### src/sv/lpfd_pkg.sv
// Shared types and constants of the length-prefixed frame deframer.
package lpfd_pkg;

  localparam logic [3:0]  HEADER_BYTES = 4'd12;
  localparam logic [16:0] LIMIT_CAP    = 17'd65536;

  localparam logic [1:0] KIND_PAYLOAD = 2'd0;
  localparam logic [1:0] KIND_EMPTY   = 2'd1;
  localparam logic [1:0] KIND_ERROR   = 2'd2;

  typedef struct packed {
    logic        has;
    logic [1:0]  kind;
    logic [7:0]  data_byte;
    logic [15:0] main_id;
    logic [15:0] sub_id;
    logic [31:0] sequence_res;
    logic [15:0] payload_length;
    logic        last;
  } lpfd_res_t;

endpackage

### src/sv/lpfd_core.sv
// Frame state of the deframer and the per-byte decode that produces at most one result.
module lpfd_core
  import lpfd_pkg::*;
(
  input  logic        clk,
  input  logic        rst_n,
  input  logic        step,
  input  logic [7:0]  rx_byte,
  input  logic        end_of_read,
  input  logic [16:0] max_frame_length,
  output lpfd_res_t   res
);

  logic [31:0] length_r, length_nxt;
  logic [15:0] main_r, main_nxt;
  logic [15:0] sub_r, sub_nxt;
  logic [31:0] seq_r, seq_nxt;
  logic [3:0]  hcount_r, hcount_nxt;
  logic [15:0] left_r, left_nxt;
  logic        discard_r, discard_nxt;

  logic [16:0] limit;
  logic [31:0] len_full;
  logic        len_bad;
  logic [15:0] plen;

  assign limit    = (max_frame_length > LIMIT_CAP) ? LIMIT_CAP : max_frame_length;
  assign len_full = {rx_byte, length_r[23:0]};
  assign len_bad  = (len_full == 32'd0) || (len_full < {28'd0, HEADER_BYTES}) ||
                    (len_full >= {15'd0, limit});
  assign plen     = 16'(length_r - {28'd0, HEADER_BYTES});

  always_comb begin
    length_nxt  = length_r;
    main_nxt    = main_r;
    sub_nxt     = sub_r;
    seq_nxt     = seq_r;
    hcount_nxt  = hcount_r;
    left_nxt    = left_r;
    discard_nxt = discard_r;
    res         = '0;
    if (step) begin
      if (discard_r) begin
        if (end_of_read) begin
          discard_nxt = 1'b0;
        end
      end else if (hcount_r < HEADER_BYTES) begin
        case (hcount_r)
          4'd0:    length_nxt[7:0]   = rx_byte;
          4'd1:    length_nxt[15:8]  = rx_byte;
          4'd2:    length_nxt[23:16] = rx_byte;
          4'd3:    length_nxt[31:24] = rx_byte;
          4'd4:    main_nxt[7:0]     = rx_byte;
          4'd5:    main_nxt[15:8]    = rx_byte;
          4'd6:    sub_nxt[7:0]      = rx_byte;
          4'd7:    sub_nxt[15:8]     = rx_byte;
          4'd8:    seq_nxt[7:0]      = rx_byte;
          4'd9:    seq_nxt[15:8]     = rx_byte;
          4'd10:   seq_nxt[23:16]    = rx_byte;
          4'd11:   seq_nxt[31:24]    = rx_byte;
          default: ;
        endcase
        hcount_nxt = hcount_r + 4'd1;
        if (hcount_r == 4'd3 && len_bad) begin
          hcount_nxt  = 4'd0;
          left_nxt    = 16'd0;
          discard_nxt = !end_of_read;
          res.has     = 1'b1;
          res.kind    = KIND_ERROR;
          res.last    = 1'b1;
        end
        if (hcount_r == HEADER_BYTES - 4'd1) begin
          left_nxt = plen;
          if (plen == 16'd0) begin
            hcount_nxt         = 4'd0;
            res.has            = 1'b1;
            res.kind           = KIND_EMPTY;
            res.main_id        = main_r;
            res.sub_id         = sub_r;
            res.sequence_res   = seq_nxt;
            res.payload_length = plen;
            res.last           = 1'b1;
          end
        end
      end else if (left_r == 16'd0) begin
        hcount_nxt = 4'd0;
      end else begin
        left_nxt           = left_r - 16'd1;
        res.has            = 1'b1;
        res.kind           = KIND_PAYLOAD;
        res.data_byte      = rx_byte;
        res.main_id        = main_r;
        res.sub_id         = sub_r;
        res.sequence_res   = seq_r;
        res.payload_length = plen;
        res.last           = (left_r == 16'd1);
        if (left_r == 16'd1) begin
          hcount_nxt = 4'd0;
        end
      end
    end
  end

  always_ff @(posedge clk) begin
    if (!rst_n) begin
      length_r  <= 32'd0;
      main_r    <= 16'd0;
      sub_r     <= 16'd0;
      seq_r     <= 32'd0;
      hcount_r  <= 4'd0;
      left_r    <= 16'd0;
      discard_r <= 1'b0;
    end else begin
      length_r  <= length_nxt;
      main_r    <= main_nxt;
      sub_r     <= sub_nxt;
      seq_r     <= seq_nxt;
      hcount_r  <= hcount_nxt;
      left_r    <= left_nxt;
      discard_r <= discard_nxt;
    end
  end

endmodule

### src/sv/length_prefixed_frame_deframer_unit.sv
// Top level of the length-prefixed frame deframer: byte register, decode, result register.
//
//   Channel  Direction  Handshake              Carries
//   in       input      in_valid / in_ready    rx_byte, end_of_read
//   out      output     out_valid / out_ready  kind, data_byte, header fields, last
//   cfg      input      cfg_valid / cfg_ready  max_frame_length
//
// One byte is taken per cycle unless a held result stalls the pipe; a byte's result
// is registered after the byte register. The rate is set by the single decode step
// between the byte register and the result register. Reset is synchronous and active
// low and sets the limit to 8192. A result that is not taken holds the pipe; the byte
// register takes at most one more byte behind it. The configuration port is always ready.
module length_prefixed_frame_deframer_unit
  import lpfd_pkg::*;
(
  input  logic        clk,
  input  logic        rst_n,
  input  logic        in_valid,
  output logic        in_ready,
  input  logic [7:0]  in_rx_byte,
  input  logic        in_end_of_read,
  output logic        out_valid,
  input  logic        out_ready,
  output logic [1:0]  out_kind,
  output logic [7:0]  out_data_byte,
  output logic [15:0] out_main_id,
  output logic [15:0] out_sub_id,
  output logic [31:0] out_sequence_res,
  output logic [15:0] out_payload_length,
  output logic        out_last,
  input  logic        cfg_valid,
  output logic        cfg_ready,
  input  logic [16:0] cfg_max_frame_length
);

  logic        byte_valid_r;
  logic [7:0]  byte_r;
  logic        eor_r;
  logic        advance;
  logic [16:0] limit_r;
  lpfd_res_t   res;
  lpfd_res_t   res_r;
  logic        out_valid_r;

  assign advance   = !out_valid_r || out_ready;
  assign in_ready  = !byte_valid_r || advance;
  assign cfg_ready = 1'b1;

  lpfd_core u_core (
    .clk              (clk),
    .rst_n            (rst_n),
    .step             (byte_valid_r && advance),
    .rx_byte          (byte_r),
    .end_of_read      (eor_r),
    .max_frame_length (limit_r),
    .res              (res)
  );

  always_ff @(posedge clk) begin
    if (in_valid && in_ready) begin
      byte_r <= in_rx_byte;
      eor_r  <= in_end_of_read;
    end
    if (advance && res.has) begin
      res_r <= res;
    end
    if (!rst_n) begin
      byte_valid_r <= 1'b0;
      out_valid_r  <= 1'b0;
      limit_r      <= 17'd8192;
    end else begin
      if (in_ready) begin
        byte_valid_r <= in_valid;
      end
      if (advance) begin
        out_valid_r <= byte_valid_r && res.has;
      end
      if (cfg_valid && cfg_ready) begin
        limit_r <= cfg_max_frame_length;
      end
    end
  end

  assign out_valid          = out_valid_r;
  assign out_kind           = res_r.kind;
  assign out_data_byte      = res_r.data_byte;
  assign out_main_id        = res_r.main_id;
  assign out_sub_id         = res_r.sub_id;
  assign out_sequence_res   = res_r.sequence_res;
  assign out_payload_length = res_r.payload_length;
  assign out_last           = res_r.last;

endmodule

### config.mk
export PLATFORM = sky130hd
export DESIGN_NAME = length_prefixed_frame_deframer_unit
export DESIGN_NICKNAME = d
export VERILOG_FILES = /design/src/sv/lpfd_pkg.sv /design/src/sv/lpfd_core.sv /design/src/sv/length_prefixed_frame_deframer_unit.sv
export SDC_FILE = /design/constraint.sdc
export NUM_CORES = 1
export LEC_CHECK = 0
export CORE_ASPECT_RATIO = 2
export CORE_UTILIZATION = 40
export CTS_BUF_LIST = sky130_fd_sc_hd__clkbuf_4
export DETAILED_ROUTE_END_ITERATION = 8
export DONT_BUFFER_PORTS = 1
export GPL_TIMING_DRIVEN = 1
export PLACE_DENSITY = 0.62
export REMOVE_ABC_BUFFERS = 1
export SLEW_MARGIN = 30
export SYNTH_ARGS = -nofsm -noshare
export SYNTH_HDL_FRONTEND = slang
export SYNTH_SLANG_ARGS = --single-unit
### constraint.sdc
create_clock -name clk -period 14.4 [get_ports clk]
set_clock_uncertainty 0.2 [all_clocks]
set_input_delay 2.88 -clock clk [delete_from_list [all_inputs] [get_ports clk]]
set_output_delay 2.88 -clock clk [all_outputs]
set_load 0.01 [all_outputs]
# Word level (Yosys, flattened, before mapping)
# Index checks and enable logic that the tools add are counted.
[word_totals]
n_memories = 0
latchBits = 0
mem_bits_rw = 0
elab_cells = 106
regBits = 228
output_inout_bits = 94
mem_bits_ro = 0
input_bits = 31
[classes]
n_mux = 31
mul = 0
n_div = 0
addsub = 3
order_cmp = 4
n_reduce_logical = 29
shift = 0
eq_ne = 14
n_bitwise = 2
[ops]
columns = ["cell", "count"]
rows = [
  ["$mux W92", 3],
  ["$mux W81", 3],
  ["$mux W16", 4],
  ["$mux W8", 5],
  ["$ge A32 B17 Y1", 1],
  ["$logic_not A16 Y1", 2],
  ["$logic_not A32 Y1", 1],
  ["$lt A32 B4 Y1 const B", 1],
  ["$reduce_and A4 Y1", 8],
  ["$mux W4", 6],
  ["$gt A17 B17 Y1 const B", 1],
  ["$mux W17", 1],
  ["$eq A16 B1 Y1 const B", 1],
  ["$eq A4 B3 Y1 const B", 4],
  ["$eq A4 B4 Y1 const B", 4],
  ["$sub A16 B1 Y16 const B", 1],
  ["$sub A16 B4 Y16 const B", 1],
  ["$mux W3", 4],
  ["$eq A4 B2 Y1 const B", 2],
  ["$reduce_and A3 Y1", 2],
  ["$logic_and A1 B1 Y1", 5],
  ["$mux W1", 5],
  ["$add A4 B1 Y4 const B", 1],
  ["$eq A4 B1 Y1 const B", 1],
  ["10 further kinds", 16],
]

# Longest topological paths before layout
# Gate-level depths: netlist (run 1).
[logic_depth]
ltp_word = 12
ltp_mapped = 12
mapped_depth_nobuf = 10

# Cells and area by module
# A second synthesis (run 1) with hierarchy kept.
[hier_totals]
hier_cells = 1006
hier_area_um2 = 10274.9
[modules_own_cells]
columns = ["mod", "seq_area_each_um2", "instances", "area_each_um2", "cells_per_inst"]
rows = [
  ["lpfd_core", 2182.1, 1, 6507.5, 836],
  ["length_prefixed_frame_deframer_unit", 3383.2, 1, 3767.4, 170],
]

# Worst setup path before layout (run 1)
# No wires, ideal clock.
[synth_path]
kind = "input-to-reg"
startpoint = "input port out_ready"
endpoint = "register res_r (netlist bit out_data_byte[0]), enable pin"
slack_ps = 3502
path_stages = 6
setup_ps = 666
t_required_ps = 13534
path_buffers = 1
arrival_ps = 10032
path_cell_list = "nand2b_1 nand2_1 nor2_1 clkbuf_1 nand2_1 o21ai_0"
[synth_between]
elab_chain_cells = 4
[synth_lines]
columns = ["element", "line_no", "rtl"]
rows = [
  ["start, declared", "length_prefixed_frame_deframer_unit.sv:23", "input logic out_ready,"],
  ["$logic_or A1 B1 Y1 (*)", "length_prefixed_frame_deframer_unit.sv:45", "assign advance = !out_valid_r || out_ready;"],
  ["$logic_and A1 B1 Y1", "length_prefixed_frame_deframer_unit.sv:52", ".step (byte_valid_r && advance),"],
  ["$mux W92", "lpfd_core.sv:42", "if (step) begin"],
  ["$logic_and A1 B1 Y1 (*)", "length_prefixed_frame_deframer_unit.sv:64", "if (advance && res.has) begin"],
  ["end signal, assigned", "length_prefixed_frame_deframer_unit.sv:65", "res_r <= res;"],
  ["end, declared", "length_prefixed_frame_deframer_unit.sv:42", "lpfd_res_t res_r;"],
]
# Every way passes the cells marked *; elsewhere a longest branch is shown, timed or not.
# A chain may end at the register's enable or synchronous reset.

# Final worst setup path (run 1)
[layout_path]
startpoint = "input port out_ready"
endpoint = "output port in_ready"
[layout_between]
elab_chain_cells = 2
[layout_lines]
columns = ["element", "line_no", "rtl"]
rows = [
  ["$logic_or A1 B1 Y1", "length_prefixed_frame_deframer_unit.sv:45", ""],
  ["$logic_or A1 B1 Y1", "length_prefixed_frame_deframer_unit.sv:46", "assign in_ready = !byte_valid_r || advance;"],
  ["end, declared", "length_prefixed_frame_deframer_unit.sv:19", "output logic in_ready,"],
]
# No other way between the ends.

==> results by group, run 1 <==
Drt
  – Iter 0 DRT Violations: 432
  – DRC: 0
  – Drt first pass iters: 5
  – Via count: 7,521
  – Routed wire length: around 27,000 um
  – Via density: 5.45
  – Wirelength per Cell: a little under 20 um
  – ANT nets after route: 0

Timing
  – Final setup viols: 0
  – Period utilization: 44.6%
  – Fin. Hold Viols: 0
  – RSZ-0062 raised after global routing: false
  – Final TNS setup: 0 ps
  – Worst Max-Slew Pin Slew: a little over 900 ps
  – FMAX: 156 MHz
  – Relative slew slack: between 30% and 40%
  – Final Slew Violations: 0
  – Final setup margin: around 8000 ps
  – Post-route minimum period: 6430 ps

Place
  – Detailed placement HPWL: 18,000 um
  – Pre-CTS setup slack: 7930 ps
  – Post-DP Area: 0.0106 sq mm
  – Routability cong.: slightly below 0.9
  – Placed instance count: 1,283
  – # port buffers: 0

Logic synthesis
  – Synth cell types: 65
  – Synth Warn #: 0
  – Sequential-to-total area share from yosys stat: 53.7%
  – Post-Synthesis Cells: around 1,000
  – Ys async rst share: 0%
  – Cell area after synthesis: about 0.010 sq mm
  – Mean cell area of the mapped netlist: around 10 sq um
  – Synth Flop Type: dfxtp_1
  – Number of synthesized flops with an enable pin: 100
  – Seq cells post-synth: 228

Worst setup path
  – Worst R2R Setup Slack: 9570 ps
  – Slowest CP cell: nor2b_1
  – Total stage count of the critical path: 2
  – Kind of critical path: input pin to output pin
  – Endpoint type of the worst setup path: output pin
  – CP required: between 10,000 and 15,000 ps
  – CP Launch Point: out_ready
  – Worst path top cell family by delay: simple AND/OR/NAND/NOR gates
  – CP bufs+invs: 0
  – CP max stage delay: just under 300 ps
  – R2R cell count: 11
  – Crit-path cells: nor2b_1 -> nand2_1
  – Critical Path Sink: in_ready
  – Critical path arrival: 3350 ps
  – Highest net fanout along the worst path: 3
  – R2R Path Start: limit_r[11]$_SDFFE_PN0P_
  – CP startpoint kind: input pin
  – RR Endpoint: out_payload_length[12]$_SDFFCE_PP0P_

Global route
  – Vias in the first global route: 7,483
  – Pin count of the biggest net entering global routing: roughly 150
  – Initial antenna violation count: 1
  – Global-route wire length before repair: 41,500 um
  – Grt ovf: 0
  – Overall Global Routing Usage: 20.4%

Die
  – I/O pin count: 125
  – Core area: 0.0255 sq mm
  – Total die area: 0.0266 sq mm
  – Die Ht: between 200 and 250 um
  – Starting Density: 40.5%
  – Rows: 83
  – Die span in x: roughly 120 um

CTS
  – # hold bufs at CTS: 0
  – CTS buffer count: 51
  – Max H-tree Level: 2
  – Clock Latency Late Sink: 680 ps
  – Post-cts sizing count: 0
  – Clk slew on worst S/H paths: 70 ps
  – Clock Tree Root: clkbuf_4
  – Max clock buf depth: 3
  – Postcts setup bufs: 0
  – Clock Sinks: 228
  – CTS tree: built

Cells and area
  – Nets: 1,053
  – Area growth, synth to finish: 8.87%
  – Share of cells above drive strength 1: 11.3%
  – Finished Layout Cells: roughly 1,400
  – Final instance area: about 0.011 sq mm

Pwr
  – PD cells: 112 mW/mm^2
  – Static Leak: 4.21 nW
  – Peak VDD IR: 0.0000580 V
  – Final Power: 1.26 mW

Min path
  – Hold Path Class: flop to flop

Run status
  – Outcome: finished, final reports clean

Run
  – Max-cap violations: 0
==> cell families after synthesis <==
logic type	Yosys count	synth area share [%]
and+or+nand+nor	415	20.4
DFF	228	53.7
AOI/OAI and AO/OA	191	14.0
buffers and inverters	85	3.24
muxes	43	4.18
adders and majority gates	26	3.14
xor gates and xnor gates	15	1.27
other	1	0.0362
==> layout by cell type, fill, tap and decap left out, types with 16 or more instances in the layout <==
cell and n:
nand2_1 132, dfxtp_1 128, edfxtp_1 100, nor2b_1 79, nand3_1 73, clkbuf_4 68
a21boi_0 64, mux2i_1 41, nor2_1 39, a22o_1 33, ha_1 26, o21ai_0 20
nor4_1 17, clkinv_1 16
==> cells in the mapped netlist (3+ instances only) <==
library cell / count / area [sq um]
mux2i_1: 41 / 410
a32o_1: 3 / 30.0
o22ai_1: 5 / 31.3
xnor2_1: 7 / 61.3
nor4_1: 17 / 106
and2_1: 14 / 87.6
nand3_1: 73 / 365
edfxtp_1: 100 / 3000
buf_4: 3 / 22.5
xor2_1: 8 / 70.1
nand2_1: 132 / 495
a22o_1: 33 / 289
o311ai_0: 5 / 43.8
o32ai_1: 7 / 61.3
a21oi_1: 12 / 60.1
inv_1: 10 / 37.5
or3_1: 8 / 50.1
nor4b_1: 3 / 26.3
a31o_2: 3 / 26.3
a31oi_1: 4 / 25.0
dfxtp_1: 128 / 2560
nor3_1: 10 / 50.1
o211a_1: 6 / 60.1
nor3b_1: 4 / 30.0
nor2b_1: 79 / 494
o21a_1: 4 / 30.0
a21boi_0: 64 / 480
o21ai_0: 21 / 105
clkbuf_1: 67 / 251
buf_2: 4 / 20.0
o21ai_2: 3 / 26.3
ha_1: 26 / 325
o31a_1: 3 / 26.3
or4_1: 6 / 45.0
nor2_1: 39 / 146
nand4_1: 11 / 68.8
or2_2: 4 / 25.0
==> flip-flops by register name, summed over array words and instances, names as in the netlist, 2 cells and up <==
signal	count
out_payload_length	16
out_kind	2
byte_r	8
out_data_byte	8
u_core.seq_r	32
u_core.left_r	16
limit_r	17
out_main_id	16
out_sub_id	16
u_core.sub_r	16
u_core.hcount_r	4
u_core.main_r	16
out_sequence_res	32
u_core.length_r	24
==> metal layers <==
metal  wire [um]  GRT usage (%)  part of all wire [%]
met3         990           2.99                   3.7
met5           0              0                     0
met4        1590           12.9                   6.0
met2       14700           37.9                    55
met1        9320           20.5                    35
==> worst min-delay path by stage <==
stage / from / to / cells past startpoint
2_1_floorplan: u_core.main_r[0]$_SDFFE_PN0P_ / u_core.main_r[0]$_SDFFE_PN0P_ / 2
3_3_place_gp: u_core.sub_r[7]$_SDFFE_PN0P_ / u_core.sub_r[7]$_SDFFE_PN0P_ / 2
3_5_place_dp: u_core.sub_r[11]$_SDFFE_PN0P_ / u_core.sub_r[11]$_SDFFE_PN0P_ / 2
6_report: u_core.sub_r[11]$_SDFFE_PN0P_ / u_core.sub_r[11]$_SDFFE_PN0P_ / 2
5_1_grt: u_core.sub_r[2]$_SDFFE_PN0P_ / u_core.sub_r[2]$_SDFFE_PN0P_ / 2
4_1_cts: u_core.sub_r[11]$_SDFFE_PN0P_ / u_core.sub_r[11]$_SDFFE_PN0P_ / 2
==> layout make-up <==
| cell class | count | area, sq um |
|---|---|---|
| tap | 340 | 425 |
| antenna | 1 | 2.50 |
| timing repair buffer | 14 | 109 |
| multi-input combinational | 691 | 4490 |
| fill | 2548 | 14300 |
| clock inverter | 27 | 136 |
| clock buffer | 68 | 510 |
| sequential | 228 | 5570 |
| inverter | 10 | 37.5 |
==> per-stage QoR <==
| step | util (%) | hold slack [ps] |
|---|---|---|
| after floorplan | - | 239 |
| after global placement | 41.6 | 246 |
| after detailed placement | 41.6 | 253 |
| after CTS | 44.1 | 263 |
| after global routing | 44.1 | 278 |
| final | 44.1 | 261 |
==> power breakdown <==
group	switching, mW	total [mW]	internal (mW)
Clock	0.256	0.498	0.242
Sequential	0.00846	0.685	0.677
Combinational	0.0503	0.0784	0.0280
Total	0.315	1.26	0.947
==> worst register-to-register path, cell delays in order, from the launching register on <==
cell and delay, ps:
dfxtp_1 330, nor4_1 400, a41o_1 420, nand2_1 100, ha_1 330, nand4_1 150, or2_2 330, or4_1 510
nand4_1 180, a21boi_1 250, o21ai_4 580, buf_6 610
Note: power is estimated with default switching activity, not from simulation.
==> run 2: changes to the inputs <==
Settings changed: ABC_AREA set to 1, PLACE_DENSITY 0.62 to 0.64.
Clock period 14.4 ns to 5.2 ns, I/O delays scaled along.
==> run 2 against run 1 <==
Effect of this change: largest power group unchanged; sequential share of layout area rose by 0.86 points; via count rose by 8.8%; count of clock-buffer cells in the layout is 1 lower; critical endpoint is now out_sequence_res[9]$_SDFFCE_PP0P_; final cell count increased by 13%; die area shrank 1.3%; setup slack got worse by 7000 ps.
==> results by group, run 2 <==
Logic synthesis
  – Synth top area share: ~30%
  – Synth Warn #: 0
  – Number of synthesized flops with an enable pin: 100
  – Post-Synthesis Cells: about 1,200
  – Count leader, synth: nor2_1
  – Synth cell types: 39
  – Seq cells post-synth: 228
  – Area leader, netlist: edfxtp_1
  – Sequential-to-total area share from yosys stat: 54.5%
  – Cell area after synthesis: 0.0102 sq mm
  – Synth Flop Type: dfxtp_1
  – Ys async rst share: 0%
  – Synth cell count leaders: nor2_1, nand2_1, o21ai_0, dfxtp_1, a21oi_1
  – Mean cell area of the mapped netlist: 8.67 sq um
  – Leading cell types by total area after synthesis: edfxtp_1, dfxtp_1, o21ai_0

Place
  – Detailed placement HPWL: 18,000 um
  – Routability cong.: approximately 0.99
  – # port buffers: 0

Die
  – Starting Density: 40.8%
  – Rows: 82
  – Die Ht: 228 um
  – Core area: 0.0250 sq mm
  – Total die area: 0.0262 sq mm
  – Die span in x: 115 um
  – I/O pin count: 125

Pwr
  – Static Leak: 4.24 nW
  – PD cells: about 320 mW/mm^2
  – Final Power: roughly 3.6 mW
  – Peak VDD IR: 0.000145 V
  – P_int: around 2.6 mW
  – Flop pwr share: 53.6%
  – Net Sw Frac: 26.6%
  – Gate power share: 8.8%
  – Net Sw Power: 0.958 mW
  – Clock power share: 37.6%

Drt
  – Via density: 5.26
  – Iter 0 DRT Violations: ~500
  – Drt first pass iters: 5
  – Routed wire length: 26,500 um
  – DRC: 0
  – ANT nets after route: 0
  – Wirelength per Cell: 17.0 um
  – Via count: 8,180

Cells and area
  – Share of cells above drive strength 1: 9.93%
  – Area growth, synth to finish: 8.49%
  – Commonest non-fill, non-tap cells in the layout: nor2_1, nand2_1, o21ai_0, dfxtp_1, a21oi_1
  – Most common cell after layout, fill and taps aside: nor2_1
  – Nets: about 1,200

Worst setup path
  – Critical path arrival: 4320 ps
  – Kind of critical path: flop to flop
  – Endpoint type of the worst setup path: flop
  – CP required: 5300 ps
  – Highest net fanout along the worst path: 59
  – CP startpoint kind: flop

CTS
  – CTS buffer count: 49
  – Max H-tree Level: 2
  – CTS tree: built
  – Post-cts sizing count: 0
  – Clock Tree Root: clkbuf_4
  – Clk slew on worst S/H paths: about 80 ps
  – Clock Sinks: 228
  – Max clock buf depth: 3
  – Postcts setup bufs: 0
  – Clock Latency Late Sink: 670 ps
  – # hold bufs at CTS: 0

Timing
  – Relative slew slack: a little over 40%
  – Post-route minimum period: 4210 ps
  – Final Slew Violations: 0
  – RSZ-0062 raised after global routing: false
  – FMAX: 237 MHz
  – Period utilization: 81.0%
  – Final TNS setup: 0 ps
  – Fin. Hold Viols: 0
  – Worst Hold Margin: 259 ps
  – Worst Max-Slew Pin Slew: 885 ps
  – Final setup viols: 0

Min path
  – Hold Path Class: input pin to flop

Global route
  – Grt ovf: 0
  – Pin count of the biggest net entering global routing: between 100 and 150
  – Vias in the first global route: around 8,000
  – Global-route wire length before repair: around 42,000 um
  – Initial antenna violation count: 1
  – Overall Global Routing Usage: between 20% and 30%

Run status
  – Outcome: finished, final reports clean

Run
  – Max-cap violations: 0
run 2: cell types whose count changed in the layout (fill, tap and decap cells not counted), sizes merged, moves of 41 or more:
cell,delta
o21ai,+127
mux2i,-41
a21oi,+95
inv,+72
nand3,-54
nor2b,-79
nand2,+62
nor2,+162
a21boi,-63
run 2: worst paths after layout:
kind                            startpoint                           endpoint  slack [ps]  cells past startpoint
hold / removal              in_end_of_read                    eor_r$_DFFE_PP_         260                      0
hold reg to reg   limit_r[13]$_SDFFE_PN1P_           limit_r[13]$_SDFFE_PN1P_         290                      2
setup reg to reg  limit_r[12]$_SDFFE_PN0P_  out_sequence_res[9]$_SDFFCE_PP0P_         990                     18
setup / recovery  limit_r[12]$_SDFFE_PN0P_  out_sequence_res[9]$_SDFFCE_PP0P_         990                     18
run 2: layout make-up:
type                            count  area [sq um]
Sequential cell                   228          5570
Inverter                           86           323
Clock inverter                     20           110
Multi-Input combinational cell    803          4040
Tap cell                          336           420
Antenna cell                        1          2.50
Fill cell                        2494         13900
Timing Repair Buffer               14           118
Clock buffer                       67           503
run 2: power by group through the flow:
| stage | combinational, mW | sequential (mW) | clock (mW) |
|---|---|---|---|
| 2_1_floorplan | 0.217 | 1.96 | 0 |
| 3_3_place_gp | 0.305 | 1.97 | 0 |
| 3_5_place_dp | 0.312 | 1.97 | 0 |
| 4_1_cts | 0.313 | 1.93 | 1.39 |
| 5_1_grt | 0.358 | 1.93 | 1.47 |
| 6_report | 0.316 | 1.93 | 1.35 |
run 2: per-stage QoR:
step,util [%],setup WS [ps],instances,instance area [sq um]
final,44.3,987,1555,11100
after global routing,44.3,607,1555,11100
after global placement,41.8,1050,1467,10500
after floorplan,-,171,1117,9920
after detailed placement,41.8,956,1467,10500
after CTS,44.3,934,1554,11100
run 2: cell families after synthesis:
family	after synthesis	synth area share, %
AO/OA/AOI/OAI	301	16.0
other	1	0.0367
XOR/XNOR	10	0.857
adder cells (fa/ha/maj)	26	3.18
flip-flops	228	54.5
buffers and inverters	148	6.09
AND/OR/NAND/NOR	465	19.4
run 2: per-layer routing:
metal	GRT usage [%]	vias up	share of wire (%)
met4	14.2	0	6.5
met1	20.2	3812	35
met2	37.9	246	53
met5	0	-	0
met3	4.30	102	4.7
li1	-	4020	-
run 2: critical path: stages (launching register included):
cell and delay, ps:
dfxtp_1 320, nor4_1 480, nand4_1 180, nand2_1 360, nand2_1 110, ha_1 310
nand2_1 60, inv_1 60, nand3_1 90, nor2_1 200, nand2_1 70, nand2_1 60
nand2_1 50, nand4_1 120, nand2_1 160, nand2_1 140, nand2_1 130, nand2_4 370
buf_12 340
==> run 3: changes to the inputs <==
Settings changed: PLACE_DENSITY 0.64 to 0.62.
Clock period 5.2 ns to 3.95 ns, I/O delays scaled along.
==> run 3 against run 2 <==
Effect of this change: routed wire length increased by 2.4%; total power increased by 31%; maximum frequency rose by 15%; largest cell class unchanged; largest power group unchanged; highest routed layer unchanged.
==> results by group, run 3 (synthesis gave the netlist of run 2 again) <==
Worst setup path
  – Kind of critical path: flop to flop
  – Highest net fanout along the worst path: 37
  – CP startpoint kind: flop
  – Worst path most repeated cell: nand2_1
  – Slowest CP cell: nor4_1
  – Critical path arrival: 3810 ps
  – CP bufs+invs: 2
  – CP max stage delay: about 350 ps
  – Crit-path cells: nor4_1 -> nand4_1 -> nand2_1 -> nand2_1 -> ha_1 -> nand2_1 -> inv_1 -> nand3_1 -> nor2_1 -> nand2_1 -> nand2_1 -> nand2_1 -> nand4_1 -> nand2_1 -> nand2_1 -> nand2_1 -> nand2_4 -> buf_12
  – Endpoint type of the worst setup path: flop
  – CP required: between 4000 and 5000 ps
  – Worst path top cell family by delay: simple AND/OR/NAND/NOR gates

Drt
  – Via density: 5.19
  – Wirelength per Cell: 17.1 um
  – DRC: 0
  – Iter 0 DRT Violations: 425
  – Drt first pass iters: 5
  – ANT nets after route: 0
  – Routed wire length: 27,100 um
  – Via count: 8,217

Cells and area
  – Area growth, synth to finish: 10.5%
  – Nets: 1,261
  – Commonest non-fill, non-tap cells in the layout: nor2_1, nand2_1, o21ai_0, dfxtp_1, a21oi_1
  – Finished Layout Cells: 1,584
  – Most common cell after layout, fill and taps aside: nor2_1
  – Share of cells above drive strength 1: 10.2%
  – Final instance area: 0.0113 sq mm
  – Layout filler cell count: about 2,600

Global route
  – Grt ovf: 0
  – Pin count of the biggest net entering global routing: 125
  – Initial antenna violation count: 3
  – Global-route wire length before repair: 42,700 um
  – Vias in the first global route: 8,005
  – Overall Global Routing Usage: 21.2%

CTS
  – Clk slew on worst S/H paths: 80 ps
  – Post-cts sizing count: 0
  – CTS tree: built
  – Max H-tree Level: 2
  – Max clock buf depth: 3
  – Clock Sinks: 228
  – CTS buffer count: about 50
  – Clock Latency Late Sink: 670 ps
  – Clock Tree Root: clkbuf_4

Die
  – I/O pin count: about 130
  – Die span in x: about 120 um
  – Total die area: 0.0262 sq mm
  – Rows: 82
  – Die Ht: 228 um
  – Starting Density: 40.8%
  – Core area: about 0.025 sq mm

Timing
  – RSZ-0062 raised after global routing: false
  – Period utilization: between 90% and 100%
  – Final Slew Violations: 0
  – Fin. Hold Viols: 0
  – FMAX: 273 MHz
  – Worst Max-Slew Pin Slew: approximately 860 ps
  – Post-route minimum period: 3660 ps
  – Relative slew slack: 42.1%
  – Final setup viols: 0
  – Final setup margin: 290 ps

Place
  – Routability cong.: 0.884
  – Placed instance count: 1,476
  – Post-DP Area: around 0.011 sq mm
  – Pre-CTS setup slack: 265 ps
  – # port buffers: 0
  – Detailed placement HPWL: between 15,000 and 20,000 um

Run status
  – Outcome: finished, final reports clean

Pwr
  – PD cells: 417 mW/mm^2
  – Final Power: 4.70 mW
  – Static Leak: 4.33 nW
  – Peak VDD IR: 0.000144 V

Min path
  – Hold Path Class: input pin to flop

Run
  – Max-cap violations: 0
run 3: changes by cell type in the layout (fill, tap and decap cells not counted), sizes merged:
cell	delta
buf	+9
bufinv	-1
clkinv	+6
diode	+2
dlygate4sd3	+13
run 3: final timing paths:
check	slack, ps	start	to	cells past startpoint
min reg2reg	320	u_core.left_r[1]$_SDFFE_PN0P_	u_core.left_r[1]$_SDFFE_PN0P_	2
max reg2reg	290	limit_r[0]$_SDFFE_PN0P_	out_data_byte[3]$_SDFFCE_PP0P_	18
max	290	limit_r[0]$_SDFFE_PN0P_	out_data_byte[3]$_SDFFCE_PP0P_	18
min	60	cfg_max_frame_length[15]	limit_r[15]$_SDFFE_PN0P_	2
run 3: repair_timing:
item / 4_1_cts / 5_1_grt
setup buffers: 0 / 0
hold buffers: 13 / 0
hold endpoints to repair: 12 / 0
run 3: worst register-to-register path, delay by kind of cell (launching register included):
family        cells  cell delay [ps]
flops             1              330
fa+ha+maj         1              310
simple gates     15             2160
buf+inv           2              310
run 3: area by class of cell:
cell class,count,area [sq um],share of cell area (%)
multi-input cells,803,4040,35.8
clock buffers,67,503,4.46
well taps,336,420,3.73
clock inverters,25,101,0.898
repair buffers,36,328,2.90
inverters,86,323,2.86
flip-flops and latches,228,5570,49.3
diodes,3,7.51,0.0665
run 3: per-stage QoR:
step | setup TNS, ps | util [%] | hold WS, ps
2_1_floorplan | -75470 | - | 252
5_1_grt | 0 | 45.1 | 30.7
4_1_cts | 0 | 45.1 | 0.574
3_5_place_dp | 0 | 42.1 | 303
6_report | 0 | 45.1 | 57.7
3_3_place_gp | 0 | 42.1 | 272
run 3: power by group:
part | leakage (nW) | internal [mW] | switching (mW)
registers | 1.84 | 2.49 | 0.0487
logic | 2.13 | 0.133 | 0.291
clock network | 0.364 | 0.798 | 0.939
run 3: routing by layer:
layer	wire length [um]	vias to the layer above	GRT usage, %
li1	-	4083	-
met1	9710	3847	21.0
met2	14800	204	39.6
met3	1090	83	3.56
met4	1470	0	13.1
met5	0	-	0
